**src/hdl/ssir_pkg.sv**
```systemverilog
`default_nettype none

package ssir_pkg;

  // Store size and derived widths
  localparam int CAPACITY = 16;
  localparam int IDX_W    = $clog2(CAPACITY);
  localparam int CNT_W    = $clog2(CAPACITY + 1);

  // Request queue between front and back
  localparam int QDEPTH = 2;
  localparam int QPTR_W = (QDEPTH > 1) ? $clog2(QDEPTH) : 1;
  localparam int QCNT_W = $clog2(QDEPTH + 1);

  // Operation codes
  localparam logic [1:0] OP_INSERT = 2'd0;
  localparam logic [1:0] OP_REMOVE = 2'd1;
  localparam logic [1:0] OP_LIST   = 2'd2;

  // Result status codes
  localparam logic [2:0] ST_INSERTED  = 3'd0;
  localparam logic [2:0] ST_DUPLICATE = 3'd1;
  localparam logic [2:0] ST_FULL      = 3'd2;
  localparam logic [2:0] ST_REMOVED   = 3'd3;
  localparam logic [2:0] ST_NOTFOUND  = 3'd4;
  localparam logic [2:0] ST_EMPTY     = 3'd5;
  localparam logic [2:0] ST_LISTED    = 3'd6;

  typedef struct packed {
    logic [1:0]         op;
    logic signed [31:0] value;
  } in_item_t;

  typedef struct packed {
    logic [2:0]         status;
    logic signed [31:0] entry_value;
    logic [4:0]         entry_count;
    logic               last;
  } out_item_t;

  // Classified request as held in the queue
  typedef struct packed {
    logic [1:0]         op;
    logic signed [31:0] value;
  } req_t;

endpackage

`default_nettype wire

```
**src/hdl/ssir_front.sv**
```systemverilog
`default_nettype none

module ssir_front import ssir_pkg::*; (
  input  wire logic     clk,
  input  wire logic     rst,
  input  wire logic     in_valid,
  output logic          in_stall,
  input  wire in_item_t in_item,
  output logic          push,
  output req_t          push_req,
  input  wire logic     q_full
);

  logic f_valid;
  req_t f_req;
  logic accept;
  logic op_known;

  // Stall only while the holding register cannot drain into the queue
  assign in_stall = f_valid && q_full;
  assign accept   = in_valid && !in_stall;
  assign push     = f_valid && !q_full;
  assign push_req = f_req;

  // Undefined op codes are dropped here and never reach the back end
  always_comb begin
    case (in_item.op)
      OP_INSERT, OP_REMOVE, OP_LIST: op_known = 1'b1;
      default:                       op_known = 1'b0;
    endcase
  end

  always_ff @(posedge clk) begin
    if (rst) begin
      f_valid <= 1'b0;
    end else if (accept) begin
      f_valid <= op_known;
    end else if (push) begin
      f_valid <= 1'b0;
    end
  end

  always_ff @(posedge clk) begin
    if (accept) begin
      f_req.op    <= in_item.op;
      f_req.value <= in_item.value;
    end
  end

endmodule

`default_nettype wire

```
**src/hdl/ssir_queue.sv**
```systemverilog
`default_nettype none

module ssir_queue import ssir_pkg::*; (
  input  wire logic clk,
  input  wire logic rst,
  input  wire logic push,
  input  wire req_t push_req,
  output logic      full,
  input  wire logic pop,
  output logic      valid,
  output req_t      rd_req
);

  req_t              slots [QDEPTH];
  logic [QPTR_W-1:0] wr_ptr;
  logic [QPTR_W-1:0] rd_ptr;
  logic [QCNT_W-1:0] fill;

  assign full   = (fill == QCNT_W'(QDEPTH));
  assign valid  = (fill != '0);
  assign rd_req = slots[rd_ptr];

  // Pointer and fill tracking
  always_ff @(posedge clk) begin
    if (rst) begin
      wr_ptr <= '0;
      rd_ptr <= '0;
      fill   <= '0;
    end else begin
      if (push) begin
        wr_ptr <= (wr_ptr == QPTR_W'(QDEPTH - 1)) ? '0 : wr_ptr + 1'b1;
      end
      if (pop) begin
        rd_ptr <= (rd_ptr == QPTR_W'(QDEPTH - 1)) ? '0 : rd_ptr + 1'b1;
      end
      if (push && !pop) begin
        fill <= fill + 1'b1;
      end else if (pop && !push) begin
        fill <= fill - 1'b1;
      end
    end
  end

  always_ff @(posedge clk) begin
    if (push) begin
      slots[wr_ptr] <= push_req;
    end
  end

endmodule

`default_nettype wire

```
**src/hdl/ssir_back.sv**
```systemverilog
`default_nettype none

module ssir_back import ssir_pkg::*; (
  input  wire logic  clk,
  input  wire logic  rst,
  input  wire logic  q_valid,
  input  wire req_t  q_req,
  output logic       pop,
  output logic       out_valid,
  input  wire logic  out_stall,
  output out_item_t  out_item,
  output logic [CNT_W-1:0] count
);

  localparam logic [1:0] S_IDLE = 2'd0;
  localparam logic [1:0] S_CMP  = 2'd1;
  localparam logic [1:0] S_EXEC = 2'd2;
  localparam logic [1:0] S_LIST = 2'd3;

  logic [1:0]          state;
  logic [1:0]          state_next;
  req_t                cur;
  logic signed [31:0]  cells [CAPACITY];
  logic signed [31:0]  up    [CAPACITY];
  logic signed [31:0]  dn    [CAPACITY];
  logic [CAPACITY-1:0] lt;
  logic [CAPACITY-1:0] eq;
  logic [CAPACITY-1:0] lt_c;
  logic [CAPACITY-1:0] eq_c;
  logic [CAPACITY-1:0] slot;
  logic [CNT_W-1:0]    count_next;
  logic [IDX_W-1:0]    idx;
  logic [IDX_W-1:0]    idx_next;
  logic                can_emit;
  logic                emit;
  logic                done;
  logic                do_ins;
  logic                do_rem;
  out_item_t           emit_item;

  assign can_emit = !out_valid || !out_stall;

  // Compare row: every live cell against the operand
  always_comb begin
    for (int i = 0; i < CAPACITY; i++) begin
      lt_c[i] = (CNT_W'(i) < count) && (cells[i] < cur.value);
      eq_c[i] = (CNT_W'(i) < count) && (cells[i] == cur.value);
    end
  end

  // Neighbor taps for the shift; slot marks the cell that takes a new value
  always_comb begin
    up[0]            = cur.value;
    dn[CAPACITY-1]   = cells[CAPACITY-1];
    for (int i = 1; i < CAPACITY; i++) begin
      up[i]   = cells[i-1];
      dn[i-1] = cells[i];
    end
  end
  assign slot = {lt[CAPACITY-2:0], 1'b1};

  // Sequencer
  always_comb begin
    state_next = state;
    count_next = count;
    idx_next   = idx;
    pop        = 1'b0;
    emit       = 1'b0;
    done       = 1'b0;
    do_ins     = 1'b0;
    do_rem     = 1'b0;
    emit_item  = '0;
    emit_item.entry_value = cur.value;
    emit_item.last        = 1'b1;

    case (state)
      S_IDLE: begin
        if (q_valid) begin
          pop        = 1'b1;
          state_next = S_CMP;
        end
      end
      S_CMP: begin
        state_next = S_EXEC;
      end
      S_EXEC: begin
        if (can_emit) begin
          emit = 1'b1;
          done = 1'b1;
          case (cur.op)
            OP_INSERT: begin
              if (|eq) begin
                emit_item.status = ST_DUPLICATE;
              end else if (count >= CNT_W'(CAPACITY)) begin
                emit_item.status = ST_FULL;
              end else begin
                do_ins           = 1'b1;
                count_next       = count + 1'b1;
                emit_item.status = ST_INSERTED;
              end
            end
            OP_REMOVE: begin
              if (count == '0) begin
                emit_item.status = ST_EMPTY;
              end else if (!(|eq)) begin
                emit_item.status = ST_NOTFOUND;
              end else begin
                do_rem           = 1'b1;
                count_next       = count - 1'b1;
                emit_item.status = ST_REMOVED;
              end
            end
            OP_LIST: begin
              if (count == '0) begin
                emit_item.status = ST_EMPTY;
              end else begin
                // first entry goes out now, the rest stream from S_LIST
                emit_item.status      = ST_LISTED;
                emit_item.entry_value = cells[0];
                emit_item.last        = (count == CNT_W'(1));
                if (count != CNT_W'(1)) begin
                  done       = 1'b0;
                  idx_next   = IDX_W'(1);
                  state_next = S_LIST;
                end
              end
            end
            default: begin
              emit = 1'b0;
            end
          endcase
        end
      end
      S_LIST: begin
        if (can_emit) begin
          emit                  = 1'b1;
          emit_item.status      = ST_LISTED;
          emit_item.entry_value = cells[idx];
          emit_item.last        = (CNT_W'(idx) + CNT_W'(1) == count);
          if (emit_item.last) begin
            done = 1'b1;
          end else begin
            idx_next = idx + 1'b1;
          end
        end
      end
      default: begin
        state_next = S_IDLE;
      end
    endcase

    emit_item.entry_count = 5'(count_next);

    // Chain straight into the next request when one is waiting
    if (done) begin
      if (q_valid) begin
        pop        = 1'b1;
        state_next = S_CMP;
      end else begin
        state_next = S_IDLE;
      end
    end
  end

  // Control registers
  always_ff @(posedge clk) begin
    if (rst) begin
      state     <= S_IDLE;
      count     <= '0;
      idx       <= '0;
      out_valid <= 1'b0;
    end else begin
      state <= state_next;
      count <= count_next;
      idx   <= idx_next;
      if (emit) begin
        out_valid <= 1'b1;
      end else if (!out_stall) begin
        out_valid <= 1'b0;
      end
    end
  end

  // Request, compare flags and result payload
  always_ff @(posedge clk) begin
    if (pop) begin
      cur <= q_req;
    end
    if (state == S_CMP) begin
      lt <= lt_c;
      eq <= eq_c;
    end
    if (emit) begin
      out_item <= emit_item;
    end
  end

  // Cell row: insert opens a gap at the slot, remove closes over the match
  always_ff @(posedge clk) begin
    for (int i = 0; i < CAPACITY; i++) begin
      if (do_ins && !lt[i]) begin
        cells[i] <= slot[i] ? cur.value : up[i];
      end else if (do_rem && !lt[i]) begin
        cells[i] <= dn[i];
      end
    end
  end

endmodule

`default_nettype wire

```
**src/hdl/sorted_set_insert_remove_core.sv**
```systemverilog
// Sorted set of signed 32-bit values, up to CAPACITY entries, kept in
// ascending order. A request is insert, remove or list; undefined op codes
// are dropped with no result. Insert and remove give one result each; list
// gives one result per stored entry in ascending order (one empty result on an
// empty store), with last set on the final one. Requests pass through a
// holding register and a two-entry queue into the execution side, which
// handles each request with a registered compare row followed by an apply
// step, and streams a list one entry a cycle, whenever the output is not
// stalled.
`default_nettype none

module sorted_set_insert_remove_core import ssir_pkg::*; (
  input  wire logic      clk,
  input  wire logic      rst,
  input  wire logic      in_valid,
  output logic           in_stall,
  input  wire in_item_t  in_item,
  output logic           out_valid,
  input  wire logic      out_stall,
  output out_item_t      out_item
);

  logic             q_push;
  req_t             q_push_req;
  logic             q_full;
  logic             q_pop;
  logic             q_valid;
  req_t             q_req;
  logic [CNT_W-1:0] count;

  ssir_front u_front (
    .clk      (clk),
    .rst      (rst),
    .in_valid (in_valid),
    .in_stall (in_stall),
    .in_item  (in_item),
    .push     (q_push),
    .push_req (q_push_req),
    .q_full   (q_full)
  );

  ssir_queue u_queue (
    .clk      (clk),
    .rst      (rst),
    .push     (q_push),
    .push_req (q_push_req),
    .full     (q_full),
    .pop      (q_pop),
    .valid    (q_valid),
    .rd_req   (q_req)
  );

  ssir_back u_back (
    .clk       (clk),
    .rst       (rst),
    .q_valid   (q_valid),
    .q_req     (q_req),
    .pop       (q_pop),
    .out_valid (out_valid),
    .out_stall (out_stall),
    .out_item  (out_item),
    .count     (count)
  );

`ifndef SYNTHESIS
  // Store never holds more than its capacity
  a_count_bound: assert property (@(posedge clk) disable iff (rst)
    count <= CNT_W'(CAPACITY))
    else $error("entry count above capacity");

  // Only list streams carry non-final results
  a_nonlast_listed: assert property (@(posedge clk) disable iff (rst)
    out_valid && !out_item.last |-> out_item.status == ST_LISTED)
    else $error("non-final result outside a list");

  // Front never pushes into a full queue, back never pops an empty one
  a_queue_flow: assert property (@(posedge clk) disable iff (rst)
    !(q_push && q_full) && !(q_pop && !q_valid))
    else $error("queue overflow or underflow");

  // A successful insert reports the store's entry count after the insert
  a_insert_count: assert property (@(posedge clk) disable iff (rst)
    out_valid && !out_stall && out_item.status == ST_INSERTED |->
      out_item.entry_count == 5'(count))
    else $error("insert result count mismatch");
`endif

endmodule

`default_nettype wire

```
**config.mk**
```make
export PLATFORM = sky130hd
export DESIGN_NAME = sorted_set_insert_remove_core
export DESIGN_NICKNAME = d
export VERILOG_FILES = /design/src/hdl/ssir_pkg.sv /design/src/hdl/ssir_front.sv /design/src/hdl/ssir_queue.sv /design/src/hdl/ssir_back.sv /design/src/hdl/sorted_set_insert_remove_core.sv
export SDC_FILE = /design/constraint.sdc
export NUM_CORES = 2
export LEC_CHECK = 0
export BUFFER_PORTS_ARGS = -buffer_cell sky130_fd_sc_hd__buf_2
export CAP_MARGIN = 40
export CORE_MARGIN = 2
export CORE_UTILIZATION = 65
export CTS_CLUSTER_SIZE = 10
export DETAILED_ROUTE_END_ITERATION = 6
export PLACE_DENSITY = 0.82
export SKIP_CTS_REPAIR_TIMING = 1
export SYNTH_ARGS = -nofsm -noshare
export SYNTH_HDL_FRONTEND = slang
export SYNTH_SLANG_ARGS = --single-unit
```
**constraint.sdc**
```tcl
create_clock -name clk -period 5.8 [get_ports clk]
set_clock_uncertainty 0.2 [all_clocks]
set_input_delay 0.58 -clock clk [delete_from_list [all_inputs] [get_ports clk]]
set_output_delay 0.58 -clock clk [all_outputs]
set_load 0.05 [all_outputs]
```
# == Word level (Yosys, flattened, before mapping) ==
# Memories as Yosys holds them, arrays and structs flattened. A register that Yosys moved wholly into a read port is not among the register bits.
# Index checks and enable logic that the tools add are counted.
# word_totals
reg_bits,124
mem_bits_rw,580
input_bits,38
output_inout_bits,43
wordCells,407
n_memories,2
# mem_list
name,depth,word_bits,rd,rd_clocked_by_memory_dff,wr,line_no,source
u_back.cells,16,32,17,1,16,ssir_back.sv:23,logic signed [31:0] cells [CAPACITY];
u_queue.slots,2,34,1,1,1,ssir_queue.sv:14,req_t slots [QDEPTH];
# classes
n_addsub,8
n_lt_le_gt_ge,33
n_eq_ne,39
muxes,187
bitwise,16
n_reduce_logical,106
# op_table
cell,count
two-way mux 32 bit,33
equality test 32 bit,16
less-than comparator 32 bit,16
two-way mux 1 bit,117
two-way mux 35 bit,2
one-hot mux 35 bit (2 select lines),1
logical AND 1 bit,69
less-than comparator 4 x 5 -> 1 bit (first input constant),8
two-way mux 4 bit,8
two-way mux 5 bit,6
zero test 1 bit,22
two-way mux 2 bit,11
less-than comparator 3 x 5 -> 1 bit (first input constant),4
OR 1 bit,16
OR reduction 16 bit,1
equality test 2 bit (second input constant),5
less-than comparator 1 x 5 -> 1 bit (first input constant),2
less-than comparator 2 x 5 -> 1 bit (first input constant),2
!= test 2 x 1 -> 1 bit (second input constant),5
one-hot mux 5 bit (2 select lines),1
!= test 3 x 1 -> 1 bit (second input constant),3
one-hot mux 3 bit (3 select lines),1
one-hot mux 4 bit (2 select lines),1
nonzero test 2 bit,4
24 further kinds,35

# == Longest topological paths before layout ==
# logic_depth
ltp_word,11
ltp_mapped,13
depth_no_buf,12

# == Cells and area by module ==
# From an unflattened synthesis, not the netlist that was laid out.
# hier_totals
hier_cells,4394
area_unflattened_um2,49675.1
# by_module_without_submodules
mod,instances,cells_each,area_each_um2,seq_area_each_um2
ssir_back,1,4226,45930.3,18908.1
ssir_queue,1,128,2662.6,2142.1
ssir_front,1,40,1082.3,1041.0

# == Worst setup path before layout ==
# Ideal clock, no wire load.
# synth_timing
path_kind,register -> register
startpoint,register u_back.eq[6]
endpoint,memory u_back.cells[15][0] (enable)
setup_ps,461
t_arrival_ps,3491
required_ps,5139
path_slack_ps,1648
stages_incl_launch_ff,7
path_buffers,1
period_less_slack_ps,4152
cell_sequence,edfxtp_1 nor4_1 nand4_1 clkbuf_1 nor2_1 nand2_1 nor3_1
# synth_rtl
item,line_no,source
start: declaration,ssir_back.sv:27,logic [CAPACITY-1:0] eq;
start signal: assignment,ssir_back.sv:191,eq <= eq_c;
end: declaration,ssir_back.sv:23,

# == Final worst setup path ==
# layout_timing
startpoint,register u_back.cur[1] (netlist name)
endpoint,register u_back.lt[0] (data pin)
# layout_via
elab_chain_cells,2
# layout_lines
item,line_no,source
less-than comparator 32 bit,ssir_back.sv:46,lt_c[i] = (CNT_W'(i) < count) && (cells[i] < cur.value);
logical AND 1 bit,ssir_back.sv:46,
named net u_back.lt_c[0],ssir_back.sv:28,logic [CAPACITY-1:0] lt_c;
end signal: assignment,ssir_back.sv:190,lt <= lt_c;
end: declaration,ssir_back.sv:26,logic [CAPACITY-1:0] lt;
# The timed path passes the listed nets, and every way through them passes these cells.
# A chain may end at the register's enable or synchronous reset.

==> flow_metrics.tcl <==
set metrics [dict create \
    run_status "finished, violations left" \
    violated_checks "design-rule violations" \
    ir_drop_mv 0.396 \
    drt_pass1_iterations 7 \
    crit_path_cell_trace "inv_1 > ha_1 > nor2b_1 > o211ai_1 > a21oi_1 > a2111oi_0 > nor2_1 > a211o_1 > mux2_2" \
    grt_remaining_overflow 0 \
    area_growth_pct 9.21 \
    fin_crit_sh 0.731 \
    rows 101 \
    final_max_slew_viol_count 0 \
    placed_insts 5281 \
    post_route_cells_drive_above_1_share 0.122 \
    die_y_um 280 \
    worst_path_largest_cell_delay_ns 0.87 \
    pin_count_of_the_biggest_net_entering_global_routing 65 \
    layout_common_cells "sky130_fd_sc_hd__edfxtp_1 (721), sky130_fd_sc_hd__nand2_1 (599), sky130_fd_sc_hd__ha_1 (522)" \
    synth_area_leaders "sky130_fd_sc_hd__edfxtp_1 (44%), sky130_fd_sc_hd__ha_1 (13%), sky130_fd_sc_hd__mux2i_1 (9.7%)" \
    vias_in_the_first_global_route 38500 \
    fin_area_um2 54200 \
    start_kind "flip-flop" \
    tightestPinTransition_ns 0.991 \
    die_x_um 280 \
    clock_tree.buffer_depth 3 \
    top_reg_cell_synth "sky130_fd_sc_hd__edfxtp_1" \
    route.detailed.drc 2 \
    layout.filler_cells 5167 \
    endpoint_required_time_on_the_critical_path_ns 5.99 \
    critical_path_peak_fanout 17 \
    yosysSeqAreaShare 0.445 \
    cellPowerDensity_nw_per_um2 347 \
    clkSinkCount 742 \
    finalCoreUtilization 0.715 \
    detail_route.iter0.violations 6105 \
    num_antenna_cells 0 \
    total_number_of_h_tree_levels 3 \
    gr-usage-met1 0.522 \
    route.final.wire_length_um 161000 \
    ctsRootBufferMaster "sky130_fd_sc_hd__clkbuf_16" \
    final_antenna_net_count 0 \
    max_freq_ghz 0.236 \
    numCtsBuffers 87 \
    via_count 39900 \
    floorplan_core_area_um2 75700 \
    synthesized_netlist_net_count 4962 \
    max_cap_viol_count 0 \
    initial_utilization 0.655 \
    clk_pin_slew_worst_paths_ns 0.05 \
    final-setup-viol-count 0 \
    syn_inst 4401 \
    number_of_enable_type_register_cells_in_the_synthesized_netlist 721 \
    i_o_pin_count 81 \
    cts_tree "yes" \
    clkLatencyLatePin_ns 0.66 \
    grt_antenna_before_repair 2 \
    grt.met2_usage 0.610 \
    synth.avg_cell_area_um2 11.3 \
    number_of_input_and_output_port_buffers_inserted 80 \
    slew_headroom 0.322 \
    report.final.hold_viol_count 0 \
    yosysTopAreaCell "sky130_fd_sc_hd__edfxtp_1" \
    synth_cell_types 72 \
    layout.cells.non_filler 5448 \
    routed_via_density 7.32 \
    hpwl_um 114000 \
    async_flop_share 0 \
    critPathKind "reg -> reg" \
    first_pass_grt_wire_length_um 239000 \
    yosys_warning_count 0 \
    finalNetCount 4989 \
    fin_tns_setup_ns 0 \
    globalRoute.busiestLayer "met2" \
    synth_area_um2 49600 \
    timing.final.crit_period_ns 4.24 \
    synth.ff_latch_count 742 \
    globalplace.congestion 1.04 \
    netlist.area_leader.share 0.437 \
    placedInstanceArea_um2 51400 \
    wl_per_cell_um 29.5 \
    timing.critical_path.arrival_ns 4.43 \
    use_met3 0.121 \
    unrepaired_setup_endpoints_after_global_routing "false" \
    hold_path_class "in -> reg" \
    die_area_um2 78500 \
    p_leak_nw 19.9 \
    most_common_cell_after_layout_fill_and_taps_aside "sky130_fd_sc_hd__edfxtp_1" \
    critical-path-slowest-cell "sky130_fd_sc_hd__a2111oi_0" \
    groute.usage.overall 0.407 \
    crit_path_end_kind "flip-flop" \
]
## final timing paths
path,from,end,slack [ns],cells past startpoint
max,u_back.cur[1],u_back.lt[0],1.56,9
min,in_valid,u_front.f_valid,0.01,3
max reg2reg,u_back.cur[1],u_back.lt[0],1.56,9
min reg2reg,u_front.push_req[28],u_queue.slots[1][28],0.24,0
## stage by stage
step                      hold slack, ns  worst slack [ns]  power (mW)
after floorplan                    0.221              1.65        11.4
after global placement             0.222              1.86        13.3
after detailed placement           0.231              1.80        13.6
after CTS                         -0.129              1.77        18.5
after global routing              0.0231              1.53        19.5
final                             0.0126              1.56        18.8
## cell families after synthesis
logic type / share of synthesized area
flops: 0.445
xor+xnor: 0.00177
compound gates: 0.120
buf+inv: 0.0315
fa+ha+maj: 0.132
simple gates: 0.0979
mux: 0.172
## final cells by class
cell class | instances | area (µm²) | share of cell area
Multi-Input combinational cell | 3302 | 26200 | 0.484
Sequential cell | 742 | 22100 | 0.408
Clock buffer | 117 | 2300 | 0.0425
Timing Repair Buffer | 228 | 1980 | 0.0365
Tap cell | 978 | 1220 | 0.0226
Inverter | 67 | 251 | 0.00464
Clock inverter | 14 | 129 | 0.00238
## cell usage after synthesis, drive strengths merged (58+ instances only)
| library cell | n |
|---|---|
| edfxtp | 721 |
| nand2 | 600 |
| o21ai | 555 |
| ha | 523 |
| mux2i | 482 |
| clkbuf | 208 |
| a21oi | 196 |
| mux4 | 128 |
| nor2 | 127 |
| a211oi | 95 |
| nand4 | 90 |
| buf | 82 |
| mux2 | 73 |
| inv | 67 |
| nand3 | 58 |
## flip-flops by register name (all words and copies together), names as in the netlist, 4 cells and up, named ones only
register          cells
u_back.cur           34
u_back.out_item      41
u_back.idx            4
u_front.push_req     34
u_queue.slots        68
u_back.lt            16
u_back.count          5
u_back.cells        512
u_back.eq            16
## routing by layer
metal	vias up	wire length (µm)	part of all wire
li1	17000	-	-
met3	704	23200	0.14
met5	-	0	0
met2	3269	70700	0.44
met4	0	11200	0.070
met1	18900	55800	0.35
## where the power goes
group / internal (mW) / switching (mW)
logic: 2.56 / 4.45
clock network: 2.75 / 2.23
registers: 6.55 / 0.279
## critical path, delay by kind of cell (launching register included)
| kind | cells | cell delay, ns |
|---|---|---|
| AO/OA/AOI/OAI | 4 | 1.41 |
| AND/OR/NAND/NOR | 2 | 0.24 |
| adder cells (fa/ha/maj) | 1 | 0.47 |
| multiplexers | 1 | 0.28 |
| flip-flops | 1 | 0.79 |
| buffers and inverters | 1 | 0.60 |
Power figures use the tool's default switching activity.
